**config.mk**
```make
export PLATFORM = sky130hd
export DESIGN_NAME = nks_ctrl
export DESIGN_NICKNAME = d
export VERILOG_FILES = /design/src/sv/nks_pkg.sv /design/src/sv/nks_ctrl.sv
export SDC_FILE = /design/constraint.sdc
export NUM_CORES = 1
export LEC_CHECK = 0
export ABC_AREA = 1
export BUFFER_PORTS_ARGS = -buffer_cell sky130_fd_sc_hd__buf_2
export CAP_MARGIN = 25
export CORE_AREA = 2 2 39 41
export DETAILED_ROUTE_END_ITERATION = 16
export DIE_AREA = 0 0 41 43
export PLACE_DENSITY_LB_ADDON = 0.1
export SLEW_MARGIN = 0
export SYNTH_ARGS = -nofsm -noshare
export SYNTH_HDL_FRONTEND = slang
export SYNTH_SLANG_ARGS = --single-unit
```
**constraint.sdc**
```tcl
create_clock -name clk -period 3.41 [get_ports clk]
set_input_delay 0.5115 -clock clk [delete_from_list [all_inputs] [get_ports clk]]
set_output_delay 0.5115 -clock clk [all_outputs]
set_load 0.1 [all_outputs]
```
**src/sv/nks_pkg.sv**
```systemverilog
package nks_pkg;

	localparam int NeighborsDef   = 8;
	localparam int MaxStationsDef = 1024;

	localparam int CountW = 11;
	localparam int SlotW  = 10;
	localparam int LatW   = 20;
	localparam int LonW   = 21;
	localparam int RankW  = 6;
	localparam int IdxW   = 10;
	localparam int DistW  = 42;

	// cosine table: index is |lat_a + lat_b| >> 9, so 0 .. 2048
	localparam int CosW     = 15;
	localparam int CosDepth = 2049;
	localparam int CosAddrW = 12;

	localparam logic [DistW-1:0] DistMax   = '1;
	localparam logic [22:0]      AngleStep = 23'd4670777;
	localparam logic [CosW-1:0]  CosSat    = '1;

	typedef enum logic [0:0] {
		CmdLoad  = 1'b0,
		CmdQuery = 1'b1
	} command_t;

	typedef struct packed {
		logic load;
		logic query;
		logic walk;
		logic emit;
	} nks_cmd_t;

	typedef struct packed {
		logic walk_done;
		logic emit_done;
	} nks_stat_t;

	typedef struct packed {
		logic                we;
		logic [CosAddrW-1:0] addr;
		logic [CosW-1:0]     data;
	} cos_wr_t;

	// Taylor series divisor (2k-1)(2k) for term k, split as 2^pre * odd.
	// The odd part is divided by multiplying with ceil(2^post / odd), exact
	// for dividends below 2^31.
	function automatic logic [1:0] series_pre(input logic [2:0] k);
		logic [1:0] s;
		case (k)
			3'd1:    s = 2'd1;
			3'd2:    s = 2'd2;
			3'd3:    s = 2'd1;
			3'd4:    s = 2'd3;
			3'd5:    s = 2'd1;
			3'd6:    s = 2'd2;
			3'd7:    s = 2'd1;
			default: s = 2'd0;
		endcase
		return s;
	endfunction

	function automatic logic [31:0] series_recip(input logic [2:0] k);
		logic [31:0] m;
		case (k)
			3'd1:    m = 32'd2147483648;
			3'd2:    m = 32'd2863311531;
			3'd3:    m = 32'd2290649225;
			3'd4:    m = 32'd2454267027;
			3'd5:    m = 32'd3054198967;
			3'd6:    m = 32'd4164816772;
			3'd7:    m = 32'd3020636341;
			default: m = 32'd2147483648;
		endcase
		return m;
	endfunction

	function automatic logic [5:0] series_post(input logic [2:0] k);
		logic [5:0] p;
		case (k)
			3'd1:    p = 6'd31;
			3'd2:    p = 6'd33;
			3'd3:    p = 6'd35;
			3'd4:    p = 6'd34;
			3'd5:    p = 6'd37;
			3'd6:    p = 6'd37;
			3'd7:    p = 6'd38;
			default: p = 6'd31;
		endcase
		return p;
	endfunction

endpackage

```
**src/sv/nks_ctrl.sv**
```systemverilog
module nks_ctrl (
	input  logic                clk,
	input  logic                arst_n,
	input  logic                fill_done,
	input  logic                in_valid,
	input  logic                command,
	input  nks_pkg::nks_stat_t  stat,
	output logic                in_stall,
	output nks_pkg::nks_cmd_t   cmd
);

	typedef enum logic [3:0] {
		StFill = 4'b0001,
		StIdle = 4'b0010,
		StWalk = 4'b0100,
		StEmit = 4'b1000
	} ctrl_state_t;

	ctrl_state_t state_q;
	logic        accept;

	assign in_stall = (state_q != StIdle);
	assign accept   = in_valid && !in_stall;

	always_comb begin
		cmd.load  = accept && (command == nks_pkg::CmdLoad);
		cmd.query = accept && (command == nks_pkg::CmdQuery);
		cmd.walk  = (state_q == StWalk);
		cmd.emit  = (state_q == StEmit);
	end

	always_ff @(posedge clk or negedge arst_n) begin
		if (!arst_n) begin
			state_q <= StFill;
		end else begin
			case (state_q)
				StFill: if (fill_done) state_q <= StIdle;
				StIdle: if (cmd.query) state_q <= StWalk;
				StWalk: if (stat.walk_done) state_q <= StEmit;
				StEmit: if (stat.emit_done) state_q <= StIdle;
				default: state_q <= StFill;
			endcase
		end
	end

endmodule

```
==> results.sh <==
export IMPL_pwr_share_comb=0.529
export IMPL_clk_pin_slew_ns=0.04
export IMPL_synth_area_leaders="dfrtp_1 26%, inv_1 13%, nand3_1 10%"
export IMPL_switching_share=0.496
export IMPL_grt_usage=0.0899
export IMPL_placement_cell_area_um2=364
export IMPL_ys_types=15
export IMPL_cts_sinks=4
export IMPL_fillers=167
export IMPL_grt_overflow=0
export IMPL_grt_pass1_vias=263
export IMPL_dp_hpwl_um=526
export IMPL_path_cells="nor2_2, inv_2, nor2_4, inv_2, nor3_2, buf_2"
export IMPL_root_buffer="clkbuf_4"
export IMPL_clock_latency_ns=0.24
export IMPL_area_delta_synth_final_pct=35.1
export IMPL_ant_nets=0
export IMPL_layout_commonest_cell="buf_2"
export IMPL_stdcell_area_um2=390
export IMPL_rsz0062_at_grt="false"
export IMPL_hold_buffers=0
export IMPL_syn_nets=48
export IMPL_reg_largest_list="state_q: 4 flops"
export IMPL_fin_worst_skew_ns=0.00656
export IMPL_p_leak_nw=0.249
export IMPL_final_core_util=0.282
export IMPL_cp_end_kind="output pin"
export IMPL_internal_power_w=0.000152
export IMPL_htreeDepth=1
export IMPL_multi_input_area_um2=143
export IMPL_crit_family="buffers and inverters"
export IMPL_yosysSeqAreaShare=0.351
export IMPL_cts_repair_resize_count=0
export IMPL_preCtsSetupSlack_ns=1.54
export IMPL_switching_power_w=0.000149
export IMPL_vias=288
export IMPL_status="complete, no violations"
export IMPL_setup_viol=0
export IMPL_synth_area_per_cell_um2=7.05
export IMPL_start_util=0.209
export IMPL_slew_limit_headroom=0.679
export IMPL_cts_tree="yes"
export IMPL_die_w_um=41
export IMPL_grt_pass1_wl_um=1010
export IMPL_core_region_area_mm2=0.00138
export IMPL_viasPerCell=4.00
export IMPL_antenna_found_initial=0
export IMPL_final_max_slew_viol_count=0
export IMPL_fin_nets=64
export IMPL_routedWlPerCell_um=8.36
export IMPL_io_buffers=11
export IMPL_setup_ws_ns=1.32
export IMPL_fin_crit_ns=2.09
export IMPL_path_max_fanout=4
export IMPL_ios=12
export IMPL_synth_top_area_share=0.260
export IMPL_drive_gt1_frac=0.446
export IMPL_finalSetupTns_ns=0
export IMPL_slowest_delay_ns=0.44
export IMPL_clkPwrFrac=0.215
export IMPL_finalCritPeriodShare=0.614
export IMPL_required_ns=2.90
export IMPL_hold_path_class="primary input to async pin"
export IMPL_crit_arrival_ns=1.58
export IMPL_crit_path_frequent_cell="inv_2"
export IMPL_seqPwrFrac=0.257
export IMPL_drt_iter0_drc=2
export IMPL_cts_buffer_depth=2
export IMPL_cts_buffers=3
export IMPL_core_rowCount=14
export IMPL_largest_reg_flops=4
export IMPL_antenna_cells=0
export IMPL_crit_type="flop to output pin"
export IMPL_synth_cells=41
export IMPL_hold_viol=0
export IMPL_wirelength_um=602
export IMPL_slowest_stage="buf_2"
export IMPL_place_congestion=0.725
export IMPL_worstMarginPinSlew_ns=0.485
export IMPL_mostFrequentLayoutCells="11 x buf_2, 10 x inv_1, 6 x nand2_1, 6 x nand3_1"
export IMPL_synth_area_um2=289
export IMPL_grt_max_degree=5
export IMPL_powerDensity_mw_per_mm2=771
export IMPL_yosysWarningCount=0
export IMPL_clock_fmax_ghz=0.477
export IMPL_drcViolationCount=0
export IMPL_drt_pass1_iterations=2
export IMPL_vdd_ir_drop_worst_uv=269
export IMPL_post_cts_buffers=0
export IMPL_dieArea_mm2=0.00176
export IMPL_synth_top_cell_by_area="dfrtp_1"
export IMPL_path_buf_inv=3
export IMPL_top_register="state_q"
export IMPL_crit_path_start_kind="flop"
export IMPL_seq_area_um2=101
export IMPL_die_y_um=43
export IMPL_maxCapViolCount=0
export IMPL_synth_seq_cells=4
## power groups by stage
stage / registers [W] / logic (W) / clock network (W)
after floorplan: 0.0000766 / 0.000135 / 0
after global placement: 0.0000784 / 0.000164 / 0
after detailed placement: 0.0000783 / 0.000161 / 0
after CTS: 0.0000776 / 0.000162 / 0.0000687
after global routing: 0.0000808 / 0.000173 / 0.0000717
final: 0.0000774 / 0.000159 / 0.0000646
## final cells by class
cell class                 count  area share
inverter                      12       0.115
tap                           16      0.0513
timing repair buffer          11       0.141
multi-input combinational     25       0.365
sequential                     4       0.260
clock buffer                   4      0.0673
## Yosys cell counts
master,instances
inv_1,10
nand2_1,6
nand3_1,6
dfrtp_1,3
nor2_1,3
nor2_2,3
inv_2,2
a21oi_2,1
dfstp_2,1
nand3_2,1
nand4_1,1
nor2_4,1
nor3_2,1
o21ai_1,1
o21ai_2,1
## cell families after synthesis
kind of cell,after synthesis,synth area share
flops,4,0.351
buf+inv,12,0.156
simple gates,22,0.416
compound gates,3,0.0779
## final timing paths
check,start,to,slack [ns],depth (start not counted)
min in group clk,in_valid,state_q[2],0.55,3
max in group asynchronous,arst_n,state_q[0],3.13,1
worst min-delay path,arst_n,state_q[2],0.07,1
worst max register to register,state_q[0],state_q[3],2.23,7
worst max-delay path,state_q[3],cmd[3],1.32,6
worst min register to register,state_q[2],state_q[0],0.65,3
## per-layer routing
metal	part of all wire	track usage	vias up
met5	0	0	-
met4	0.0083	0.0600	0
met3	0.090	0.0471	2
met2	0.48	0.125	9
met1	0.43	0.102	122
li1	-	-	155
## stage by stage
stage | std cells | hold WS (ns) | power (W)
3_3_place_gp | 68 | 0.320 | 0.000243
5_1_grt | 72 | 0.0604 | 0.000325
2_1_floorplan | 41 | 0.216 | 0.000212
3_5_place_dp | 68 | 0.320 | 0.000240
6_report | 72 | 0.0692 | 0.000301
4_1_cts | 72 | 0.0610 | 0.000308
Note: power is estimated with default switching activity, not from simulation.
